File: src/sv/log2_latency_histogram_assert.svh
// Assertion macros for the log2 latency histogram.
// Included by the top-level module, which carries the concurrent assertions; needs no package.
`ifndef LOG2_LATENCY_HISTOGRAM_ASSERT_SVH
`define LOG2_LATENCY_HISTOGRAM_ASSERT_SVH

// Same-cycle implication, checked on every rising clock edge out of reset.
`define LLH_ASSERT_IMPL(name, clk, rst_n, ante, cons) \
    name: assert property (@(posedge clk) disable iff (!(rst_n)) (ante) |-> (cons)) \
        else $error("log2_latency_histogram: assertion failed");

// Next-cycle implication, checked on every rising clock edge out of reset.
`define LLH_ASSERT_NEXT(name, clk, rst_n, ante, cons) \
    name: assert property (@(posedge clk) disable iff (!(rst_n)) (ante) |=> (cons)) \
        else $error("log2_latency_histogram: assertion failed");

`endif

File: src/sv/llh_pkg.sv
// Shared types and constants of the log2 latency histogram.
// No dependencies; imported by every module of the block.
package llh_pkg;

    localparam int VAL_W  = 64;
    localparam int CNT_W  = 48;
    localparam int P_W    = 14;
    // Product of a percentile and the sample count.
    localparam int NEED_W = P_W + CNT_W;
    // Sum of up to 64 saturated bucket counts.
    localparam int CUM_W  = CNT_W + 6;
    // A cumulative count at or above 2^BIG_BIT beats any possible need.
    localparam int BIG_BIT = 50;

    localparam logic [CNT_W-1:0] CNT_MAX = '1;
    localparam logic [P_W-1:0]   SCALE   = 14'd10000;

    localparam logic MODE_RECORD = 1'b0;
    localparam logic MODE_QUERY  = 1'b1;

    typedef struct packed {
        logic             mode;
        logic [VAL_W-1:0] sample_value;
        logic [P_W-1:0]   percentile_hundredths;
    } t_item;

    typedef struct packed {
        logic [VAL_W-1:0] percentile_value;
        logic [CNT_W-1:0] sample_count;
        logic [VAL_W-1:0] sample_sum;
        logic [VAL_W-1:0] smallest_sample;
        logic [VAL_W-1:0] largest_sample;
    } t_result;

endpackage

File: src/sv/llh_count_ram.sv
// Bucket count memory: one write port, one registered read port, per-entry valid bits.
// Depends on llh_pkg for the count width.
module llh_count_ram
    import llh_pkg::*;
#(
    parameter int BUCKETS = 64,
    parameter int BW      = 6
) (
    input  logic             i_clk,
    input  logic             i_rst_n,
    input  logic [BW-1:0]    i_rd_addr,
    output logic [CNT_W-1:0] o_rd_data,
    input  logic             i_wr_en,
    input  logic [BW-1:0]    i_wr_addr,
    input  logic [CNT_W-1:0] i_wr_data
);

    logic [CNT_W-1:0]   mem [BUCKETS];
    logic [BUCKETS-1:0] r_valid;
    logic [CNT_W-1:0]   r_rd_data;
    logic               r_rd_valid;

    always_ff @(posedge i_clk) begin
        if (i_wr_en) begin
            mem[i_wr_addr] <= i_wr_data;
        end
        r_rd_data <= mem[i_rd_addr];
    end

    // An entry never written since reset reads as zero.
    always_ff @(posedge i_clk) begin
        if (!i_rst_n) begin
            r_valid    <= '0;
            r_rd_valid <= 1'b0;
        end else begin
            if (i_wr_en) begin
                r_valid[i_wr_addr] <= 1'b1;
            end
            r_rd_valid <= r_valid[i_rd_addr];
        end
    end

    assign o_rd_data = r_rd_valid ? r_rd_data : '0;

endmodule

File: config.mk
export PLATFORM = sky130hd
export DESIGN_NAME = llh_count_ram
export DESIGN_NICKNAME = d
export VERILOG_FILES = /design/src/sv/log2_latency_histogram_assert.svh /design/src/sv/llh_pkg.sv /design/src/sv/llh_count_ram.sv
export SDC_FILE = /design/constraint.sdc
export NUM_CORES = 2
export LEC_CHECK = 0
export BUFFER_PORTS_ARGS = -buffer_cell sky130_fd_sc_hd__buf_2
export CAP_MARGIN = 20
export CORE_MARGIN = 2
export CORE_UTILIZATION = 37
export CTS_CLUSTER_SIZE = 10
export DETAILED_ROUTE_END_ITERATION = 10
export GPL_TIMING_DRIVEN = 0
export SLEW_MARGIN = 40
export SYNTH_ARGS = -nofsm -noshare
export SYNTH_HDL_FRONTEND = slang
export SYNTH_SLANG_ARGS = --single-unit
File: constraint.sdc
create_clock -name i_clk -period 14.8 [get_ports i_clk]
set_clock_uncertainty 0.1 [all_clocks]
set_input_delay 1.48 -clock i_clk [delete_from_list [all_inputs] [get_ports i_clk]]
set_output_delay 1.48 -clock i_clk [all_outputs]
set_load 0.03 [all_outputs]
==> results.ini <==
[status]
status=finished, violations left
violations=DRC

[setup_path]
crit_type=in2reg
arrival_ns=5.57
crit_chain=buf_2 > buf_2 > clkbuf_1 > clkbuf_2 > nand3b_1 > buf_4 > buf_4 > o221ai_1 > a21oi_1 > a21oi_1 > nor2_1
critical-path-top-delay-family=buffers and inverters
r2r_cells=5
worstSetupEndpointType=register
reg2reg_from=mem[15][27]
slowest_delay_ns=0.74
cp_max_fo=11
required_ns=15.47
rr_endpoint=r_rd_data[27]
regToRegSetupSlack_ns=12.31
cpMaxStageDelayCell=clkbuf_1
cp-start-kind=primary input
cp_num_buf_inv=6

[final_layout]
area_delta_synth_final_pct=20.1
fin_util=0.446
final_area_um2=145000
fillers=26900
layout_common_cells=edfxtp_1, mux4_2, clkbuf_16
layout.cells.most_common=edfxtp_1
final_nets=6151
drive_gt1_frac=0.309

[route]
drc=24
wl_met2_mm=179
vias=63900
drt_iter0_drc=10800
routed_wl_mm=392
first_pass_iters=9
route.met3.wl_mm=46.6
viasPerCell=5.99
highest_layer=met5
wire_per_inst_um=36.8
wl_met1_mm=149
ant_nets=0

[sta]
relSlewSlack=0.347
holdWs_ns=0.361
period_minus_slack_ns=4.90
rsz0062_at_grt=false
period_share=0.331
worst_pin_slew_ns=0.980
slew_viol_final=0
hold_violations=0
finalWorstSetupSlack_ns=9.90
fin_tns_setup_ns=0
clock.fmax_mhz=204
setup_viol=0

[placed_design]
dpl.hpwl_mm=274
dpl_cell_area_um2=134000
place_ws_ns=9.16
place_congestion=0.815
numPortBuffers=107

[power]
p_per_area_nw_per_um2=132
leakagePower_nw=46.1
irDropWorstVdd_mv=0.0949

[synthesis]
synthCells=5251
ys_seq_area_frac=0.785
synth_area_per_cell_um2=22.9
synthFlopType=edfxtp_1
synth_area_um2=120000
synth-edff-count=3072
ys_warn_count=0
syn_nets=5314
ys_types=42
async_flop_share=0
ys_ff_latch=3185

[hold_path]
min_from=r_valid[40]
min_to=r_valid[40]
hp-class=reg2reg
whs_path_depth=1

[clock_tree]
cts-root-buf=clkbuf_16
cts_resized=0
cts_setup_buffers=0
cts_buffers=363
cts_tree=done
hold_buffers=0
cts.sinks=3185
clk_transition_reported_paths_ns=0.05
htreeDepth=5
clockBufferDepth=4
worstSkewPairLatency_ns=0.91

[flow_run]
maxCapViolCount=0

[die]
die_area_um2=330000
start_util=0.371
io-pin-count=111
die_w_um=574
die_h_um=574
num_rows=209
core_um2=324000

[global_route]
grt_pass1_vias=62100
grt_overflow=0
grt_pass1_wl_mm=529
grt_usage=0.235
grt_antenna_before_repair=44
grt_max_degree=65

[power breakdown]
| part | leakage (nW) | total, W | switching (W) | internal [W] |
|---|---|---|---|---|
| registers | 28.6 | 0.00998 | 0.0000179 | 0.00996 |
| logic | 12.5 | 0.00104 | 0.000698 | 0.000342 |
| clock network | 4.97 | 0.00813 | 0.00347 | 0.00465 |
[flip-flops by register name, indices dropped and copies added (netlist names)]
register / cells
r_rd_data: 48
mem: 3072
r_valid: 64
r_rd_valid: 1
[through the flow]
stage | instances | total power, W
after floorplan | 5251 | 0.0107
after global placement | 9683 | 0.0111
after detailed placement | 10000 | 0.0112
after CTS | 10600 | 0.0192
after global routing | 10700 | 0.0196
final | 10700 | 0.0191
[routing by layer]
layer / track usage / vias to the layer above
met3: 0.0540 / 792
met5: 0 / -
met2: 0.359 / 4406
li1: - / 24100
met4: 0.0956 / 12
met1: 0.325 / 34500
[layout make-up]
cell class | instances | area (µm²) | area share
antenna | 16 | 40.0 | 0.000277
inverter | 1 | 3.75 | 0.0000260
clock inverter | 19 | 302 | 0.00209
tap | 4325 | 5410 | 0.0374
buffer | 297 | 1620 | 0.0112
sequential | 3185 | 94500 | 0.654
multi-input combinational | 1768 | 24800 | 0.172
clock buffer | 584 | 10100 | 0.0698
timing repair buffer | 472 | 7710 | 0.0534
[how the worst max path moves through the flow]
| stage | from | to | slack [ns] | depth (start not counted) |
|---|---|---|---|---|
| after floorplan | i_wr_en | mem[40][0] | 8.90 | 3 |
| after global placement | i_wr_addr[1] | mem[40][42] | 1.22 | 4 |
| after detailed placement | i_rd_addr[3] | r_rd_data[5] | 9.16 | 11 |
| after CTS | i_rd_addr[3] | r_rd_data[5] | 10.10 | 11 |
| after global routing | i_rd_addr[3] | r_rd_data[10] | 10.07 | 11 |
| final | i_rd_addr[3] | r_rd_data[5] | 9.90 | 11 |
[cells in the mapped netlist (26+ instances only)]
master | number | area [µm²]
mux4_2 | 777 | 17500
o21ai_0 | 93 | 465
mux2_2 | 31 | 349
mux2i_1 | 176 | 1760
o211ai_1 | 26 | 195
buf_4 | 45 | 338
and2_1 | 53 | 332
edfxtp_1 | 3072 | 92200
o21a_1 | 64 | 480
o22ai_1 | 70 | 438
buf_2 | 67 | 335
a221oi_1 | 93 | 815
clkbuf_1 | 141 | 529
nor2_1 | 102 | 383
a21oi_1 | 70 | 350
dfxtp_1 | 113 | 2260
nand2_1 | 85 | 319
[cell families (layout without fill, tap and decap cells)]
| family | Yosys count | count (layout) | synth area share |
|---|---|---|---|
| flops | 3185 | 3185 | 0.785 |
| mux | 984 | 984 | 0.163 |
| other cells | 0 | 16 | 0 |
| simple gates | 298 | 298 | 0.0115 |
| buf+inv | 298 | 1373 | 0.0126 |
| compound gates | 486 | 486 | 0.0278 |
Note: power is estimated with default switching activity, not from simulation.
