===== config.mk =====
export PLATFORM = sky130hd
export DESIGN_NAME = llh_bucket_index
export DESIGN_NICKNAME = d
export VERILOG_FILES = /design/src/sv/log2_latency_histogram_assert.svh /design/src/sv/llh_pkg.sv /design/src/sv/llh_bucket_index.sv
export SDC_FILE = /design/constraint.sdc
export NUM_CORES = 1
export LEC_CHECK = 0
export ABC_AREA = 0
export BUFFER_PORTS_ARGS = -buffer_cell sky130_fd_sc_hd__buf_2
export CAP_MARGIN = 10
export CORE_ASPECT_RATIO = 2
export CORE_MARGIN = 8
export CORE_UTILIZATION = 40
export CTS_BUF_LIST = sky130_fd_sc_hd__clkbuf_8
export DETAILED_ROUTE_END_ITERATION = 8
export PLACE_DENSITY = 0.73
export SLEW_MARGIN = 15
export SYNTH_ARGS = -nofsm -noshare
export SYNTH_HDL_FRONTEND = slang
export SYNTH_SLANG_ARGS = --single-unit

===== constraint.sdc =====
create_clock -name i_clk -period 0.9 [get_ports i_clk]
set_clock_uncertainty 0.05 [all_clocks]
set_input_delay 0.135 -clock i_clk [delete_from_list [all_inputs] [get_ports i_clk]]
set_output_delay 0.135 -clock i_clk [all_outputs]
set_load 0.02 [all_outputs]

===== src/sv/log2_latency_histogram_assert.svh =====
// Assertion macros for the log2 latency histogram.
// Included by the top-level module, which carries the concurrent assertions; needs no package.
`ifndef LOG2_LATENCY_HISTOGRAM_ASSERT_SVH
`define LOG2_LATENCY_HISTOGRAM_ASSERT_SVH

// Same-cycle implication, checked on every rising clock edge out of reset.
`define LLH_ASSERT_IMPL(name, clk, rst_n, ante, cons) \
    name: assert property (@(posedge clk) disable iff (!(rst_n)) (ante) |-> (cons)) \
        else $error("log2_latency_histogram: assertion failed");

// Next-cycle implication, checked on every rising clock edge out of reset.
`define LLH_ASSERT_NEXT(name, clk, rst_n, ante, cons) \
    name: assert property (@(posedge clk) disable iff (!(rst_n)) (ante) |=> (cons)) \
        else $error("log2_latency_histogram: assertion failed");

`endif


===== src/sv/llh_pkg.sv =====
// Shared types and constants of the log2 latency histogram.
// No dependencies; imported by every module of the block.
package llh_pkg;

    localparam int VAL_W  = 64;
    localparam int CNT_W  = 48;
    localparam int P_W    = 14;
    // Product of a percentile and the sample count.
    localparam int NEED_W = P_W + CNT_W;
    // Sum of up to 64 saturated bucket counts.
    localparam int CUM_W  = CNT_W + 6;
    // A cumulative count at or above 2^BIG_BIT beats any possible need.
    localparam int BIG_BIT = 50;

    localparam logic [CNT_W-1:0] CNT_MAX = '1;
    localparam logic [P_W-1:0]   SCALE   = 14'd10000;

    localparam logic MODE_RECORD = 1'b0;
    localparam logic MODE_QUERY  = 1'b1;

    typedef struct packed {
        logic             mode;
        logic [VAL_W-1:0] sample_value;
        logic [P_W-1:0]   percentile_hundredths;
    } t_item;

    typedef struct packed {
        logic [VAL_W-1:0] percentile_value;
        logic [CNT_W-1:0] sample_count;
        logic [VAL_W-1:0] sample_sum;
        logic [VAL_W-1:0] smallest_sample;
        logic [VAL_W-1:0] largest_sample;
    } t_result;

endpackage


===== src/sv/llh_bucket_index.sv =====
// Two-stage leading-one finder that maps a sample to its log2 bucket.
// Depends on llh_pkg for the sample width.
module llh_bucket_index
    import llh_pkg::*;
#(
    parameter int BUCKETS = 64,
    parameter int BW      = 6
) (
    input  logic             i_clk,
    input  logic [VAL_W-1:0] i_value,
    output logic [BW-1:0]    o_bucket
);

    function automatic logic [2:0] msb_of_byte(input logic [7:0] b);
        logic [2:0] pos;
        pos = 3'd0;
        for (int k = 0; k < 8; k++) begin
            if (b[k]) begin
                pos = 3'(k);
            end
        end
        return pos;
    endfunction

    logic [7:0] r_nz;
    logic [2:0] r_msb [8];
    logic [5:0] pos;
    logic [BW-1:0] n_bucket;

    // Stage one: one small encoder per byte.
    always_ff @(posedge i_clk) begin
        for (int g = 0; g < 8; g++) begin
            r_nz[g]  <= |i_value[8*g +: 8];
            r_msb[g] <= msb_of_byte(i_value[8*g +: 8]);
        end
    end

    // Stage two: pick the highest nonzero byte, then clamp to the last bucket.
    always_comb begin
        pos = 6'd0;
        for (int g = 0; g < 8; g++) begin
            if (r_nz[g]) begin
                pos = {3'(g), r_msb[g]};
            end
        end
        if (pos > 6'(BUCKETS - 1)) begin
            n_bucket = BW'(BUCKETS - 1);
        end else begin
            n_bucket = BW'(pos);
        end
    end

    always_ff @(posedge i_clk) begin
        o_bucket <= n_bucket;
    end

endmodule


==> results of run 1 <==
power by group:
| group | leakage, nW | internal, mW | switching, mW | total, mW |
|---|---|---|---|---|
| logic | 0.651 | 0.215 | 0.165 | 0.380 |
| clock network | 0.0414 | 0.518 | 0.518 | 1.04 |
| registers | 0.310 | 1.74 | 0.0223 | 1.76 |
placed cells by master (no fill, tap or decap), types with 3 or more instances in the layout:
cell type / Yosys / final
a21oi_1: 18 / 15
a21oi_2: 0 / 3
a31oi_1: 3 / 3
buf_2: 0 / 64
buf_4: 0 / 5
buf_6: 1 / 6
clkbuf_8: 0 / 5
dfxtp_1: 38 / 27
dfxtp_2: 0 / 7
dfxtp_4: 0 / 4
dlygate4sd3_1: 0 / 11
inv_1: 11 / 10
nand2_1: 17 / 17
nand2b_1: 11 / 11
nand3b_1: 3 / 3
nand4_1: 8 / 8
nor2_1: 42 / 41
o21ai_0: 10 / 8
o21bai_1: 8 / 8
o221ai_1: 3 / 3
o22ai_1: 3 / 3
o31ai_1: 3 / 3
area by class of cell:
cell class,instances,area [um^2]
fillers,343,1380
flip-flops and latches,38,785
multi-input cells,131,682
well taps,49,61.3
clock buffers,5,68.8
clock inverters,2,11.3
inverters,11,41.3
repair buffers,86,536
final timing paths:
check	cells past startpoint	to	from
hold reg to reg	1	o_bucket[3]$_SDFF_PN1_	r_nz[6]$_DFF_P_
setup reg to reg	4	o_bucket[0]$_SDFF_PN1_	r_nz[5]$_DFF_P_
setup / recovery	4	o_bucket[0]$_SDFF_PN1_	r_nz[5]$_DFF_P_
hold / removal	2	r_msb[0][3]$_SDFF_PP1_	i_value[15]
synth_stat cells:
master and number:
a21o_1 1, a21oi_1 18, a31oi_1 3, buf_6 1, dfxtp_1 38, inv_1 11
nand2_1 17, nand2b_1 11, nand3b_1 3, nand4_1 8, nor2_1 42, nor2_4 1
o21ai_0 10, o21bai_1 8, o221ai_1 3, o22ai_1 3, o31ai_1 3
timing repair:
| item | CTS | global route |
|---|---|---|
| pin swaps | 6 | 1 |
| hold endpoints to repair | 8 | 2 |
| resized for setup | 25 | 8 |
| hold buffers | 9 | 2 |
| gates cloned | 0 | 0 |
| endpoints found under the setup margin | 10 | 12 |
| buffers inserted | 1 | 0 |
through the flow:
step / total power, mW / instance area [um^2] / setup TNS [ns]
floorplan: 1.94 / 1480 / -0.250
global placement: 2.14 / 1910 / -0.376
detailed placement: 2.14 / 1910 / -0.428
CTS: 3.20 / 2150 / -0.328
global route: 3.33 / 2180 / -0.790
finish: 3.17 / 2180 / -0.297
cell families after synthesis:
kind of cell | Yosys count | synth area share [%]
and+or+nand+nor | 82 | 25.3
AOI/OAI and AO/OA | 49 | 19.8
DFF | 38 | 51.4
buffers and inverters | 12 | 3.55
flip-flops by register name (all words and copies together) (netlist names):
register	count
o_bucket	6
r_nz	8
r_msb	24
per-layer routing:
| layer | GRT usage [%] | up-vias | part of all wire (%) | wire length (um) |
|---|---|---|---|---|
| li1 | - | 805 | - | - |
| met3 | 3.28 | 5 | 3.8 | 136 |
| met1 | 8.84 | 658 | 32 | 1130 |
| met4 | 7.79 | 0 | 2.5 | 88 |
| met2 | 24.1 | 33 | 62 | 2180 |
| met5 | 0 | - | 0 | 0 |
==> results.tsv, run 1 <==
metric	value	unit
status	finished with violations	
failing checks	setup timing	
syn_nets	246	
Clock Tree Buf Depth	2	
first-pass GRT wire length	5.51	mm
Place WS	-0.133	ns
I/O Buffers	70	
first drt pass iteration count	4	
largest net degree at the start of global routing	12	
CP top delay family	flip-flops	
Worst Setup End Kind	flip-flop	
Clk Latency, worst-skew pair	0.28	ns
Final Max Tran Viols	0	
Seq cells post-synth	38	
antenna cells	0	
RSZ-0062 raised after global routing	yes	
vias in the first global route	1529	
DP Cell Count	303	
critical path arrival	1.14	ns
DRC	0	
Routed WL	3.54	mm
Seq/Total Area, Yosys	51.4	%
Fin. Hold Viols	0	
total congestion overflow	0	
Hold Slack	0.00740	ns
critical path fanouts, max	3	
actual slew at the worst max-slew pin	0.293	ns
CTS root buf	clkbuf_8	
1st-iter DRT viols	19	
DP HPWL	2.96	mm
Horiz. Die Dim	59.0	um
headroom to the max-slew limit	80.4	%
Sink Count	38	
post-DR vias/cell	4.66	
Post-Syn Area	1480	um^2
CTS tree	yes	
Initial Utilization	41.5	%
antenna-violating nets left	0	
Crit Path Class	reg -> reg	
Max Fclk	1010	MHz
fin cells	322	
Worst-path clk slew	0.06	ns
startpoint types	flip-flop	
slowest stage cell, crit path	dfxtp_4	
die area	6020	um^2
pwr/cell area	1450	nW/um^2
P&R area growth vs syn	47.5	%
Critical Path RT	1.05	ns
crit share post-route	110	%
DR WL/cell	11.0	um
cells after synthesis	181	
htree depth	2	
total leakage power	1.00	nW
worst path cell trace	nor2_4, o221ai_1, nand2b_1, a31oi_1	
gr usage total	11.9	%
max incr delay on CP	0.36	ns
flop-to-flop setup slack	-0.09	ns
Buf/Inv on CP	0	
GPL Wtd Cong	0.747	
# setup viols final	8	
# Max-Cap Violations	0	
final cell utilization of the core	61.2	%
Die Ht	102	um
Cell variety after synth	17	
minimum clock period	0.993	ns
worst hold-check path type	in -> reg	
initial antenna violation count	0	
Layout Nets	338	
mean post-synth cell area	8.18	um^2
final setup margin	-0.0927	ns
Rows	31	
CTS Buf Count	5	
area share of the leading cell type in the synthesized netlist	51.4	%
core area	3570	um^2
peak supply drop	0.00129	V
routed vias	1501	
layout cell share with drive strength beyond 1	36.3	%
largest area contributor in the netlist	dfxtp_1	
Ports	71	
Ys Warns	0	
Synth area leaders	dfxtp_1, nor2_1, a21oi_1, nand2b_1, nand2_1	
Note: power is estimated with default switching activity, not from simulation.
==> run 2, diff against run 1 <==
- CORE_UTILIZATION: 40 -> 43
- PLACE_DENSITY: 0.73 -> 0.78
==> run 2 against run 1 <==
The run still ends with setup timing left. Register-to-register slack got worse by 0.04 ns. Via count rose by 0.67%. Non-clock buffer count down 4. Design area down 0.11%. Combinational power is 3% lower. Largest cell class unchanged. Highest routed layer unchanged.
==> results.tsv, run 2 (synthesized netlist as in run 1, its figures left out) <==
metric	value	unit	change
DR WL/cell	12.0	um	+9.2%
1st-iter DRT viols	12		-7
Crit Path Class	reg -> reg		
first-pass GRT wire length	5.88	mm	+6.8%
Largest regs	r_msb x24, r_nz x8, o_bucket x6		
critical path fanouts, max	5		+2
Clk Latency, worst-skew pair	0.28	ns	about the same
minimum clock period	1.03	ns	+0.0369 ns
Top reg by flops	r_msb		
final setup margin	-0.130	ns	-0.0369 ns
first drt pass iteration count	4		unchanged
htree depth	2		unchanged
vias in the first global route	1583		+3.5%
worst hold-check path type	in -> reg		
failing checks	setup timing		
Die Ht	99.0	um	-3.0%
GPL Wtd Cong	0.783		+4.8%
DP Cell Count	285		-5.9%
# setup viols final	10		+2
antenna-violating nets left	0		unchanged
pwr/cell area	1630	nW/um^2	+12%
final cell utilization of the core	65.3	%	+4.1 points
Clock Tree Buf Depth	2		unchanged
CTS Buf Count	5		unchanged
RSZ-0062 raised after global routing	yes		
fin cells	301		-6.5%
Hold Slack	0.000430	ns	-0.00697 ns
Initial Utilization	44.3	%	+2.8 points
total leakage power	1.01	nW	+1.1%
headroom to the max-slew limit	80.9	%	+0.49 points
total congestion overflow	0		unchanged
status	finished with violations		
Max Fclk	971	MHz	-3.6%
die area	5690	um^2	-5.5%
Routed WL	3.61	mm	+2.0%
Worst-path clk slew	0.07	ns	about the same
Critical Path RT	1.07	ns	+0.02 ns
commonest non-fill, non-tap cell in the layout	buf_2		
initial antenna violation count	0		unchanged
DRC	0		unchanged
max reg flops	24		unchanged
Layout Nets	334		-1.2%
routed vias	1511		+0.67%
Ports	71		unchanged
Design Area, Final	2180	um^2	-0.11%
worst r2r path cells	4		unchanged
Rows	30		-3.2%
I/O Buffers	70		unchanged
Worst Setup End Kind	flip-flop		
layout cell share with drive strength beyond 1	37.5	%	+1.3 points
Cell Area, Placed	1890	um^2	-1.5%
actual slew at the worst max-slew pin	0.286	ns	-0.00730 ns
core area	3340	um^2	-6.4%
Fin. Hold Viols	0		unchanged
post-DR vias/cell	5.02		+7.7%
Horiz. Die Dim	57.5	um	-2.6%
peak supply drop	0.00114	V	-11%
DP HPWL	2.99	mm	+1.2%
# Max-Cap Violations	0		unchanged
Final Max Tran Viols	0		unchanged
CTS root buf	clkbuf_8		
gr usage total	13.0	%	+1.1 points
CTS tree	yes		
antenna cells	0		unchanged
Hold Path Stages	2		unchanged
startpoint types	flip-flop		
most frequent cells in the layout	buf_2, nor2_1, dfxtp_1, nand2_1, a21oi_1		
Place WS	-0.143	ns	-0.0106 ns
largest net degree at the start of global routing	12		unchanged
Sink Count	38		unchanged
P&R area growth vs syn	47.3	%	
critical path arrival	1.20	ns	+0.06 ns
crit share post-route	114	%	+4.1 points
run 2: routing by layer:
metal  wire, um  GRT usage, %  vias up
met5          0             0        -
met4        104          8.95        0
met3        149          3.26        9
met2       2230          26.2       38
met1       1130          9.82      668
li1           -             -      796
run 2: worst paths after layout:
check / start / end / slack, ns
min reg2reg: r_nz[6]$_DFF_P_ / o_bucket[3]$_SDFF_PN1_ / 0.41
max: r_nz[3]$_DFF_P_ / o_bucket[2]$_SDFF_PN1_ / -0.13
max reg2reg: r_nz[3]$_DFF_P_ / o_bucket[2]$_SDFF_PN1_ / -0.13
min: i_value[46] / r_msb[1][3]$_SDFF_PP1_ / 0.0004
run 2: worst max-delay path: stages, from the launching register on:
cell and delay, ns:
dfxtp_4 0.37, nor2_4 0.15, o221ai_2 0.10, nand2b_1 0.15, a31oi_1 0.15
run 2: layout make-up:
class / instances / area [um^2]
clock buffers: 6 / 82.6
clock inverters: 1 / 30.0
fillers: 278 / 1160
inverters: 11 / 43.8
multi-input cells: 131 / 704
flip-flops and latches: 38 / 783
well taps: 32 / 40.0
repair buffers: 82 / 498
run 2: where the power goes:
group          switching, mW  internal, mW  total, mW
Combinational          0.164         0.206      0.370
Clock                  0.536         0.885       1.42
Sequential            0.0271          1.73       1.76
Total                  0.727          2.83       3.55
run 2: timing repair:
action,CTS,global route
pin swaps,2,4
hold endpoints to repair,6,0
hold buffers,8,0
setup endpoints to repair,11,11
setup buffers,0,1
resized for setup,27,10
run 2: stage by stage:
stage / TNS, ns / total power, mW
6_report: -0.490 / 3.55
5_1_grt: -0.825 / 3.71
4_1_cts: -0.409 / 3.58
3_5_place_dp: -0.482 / 2.14
3_3_place_gp: -0.377 / 2.14
2_1_floorplan: -0.250 / 1.94
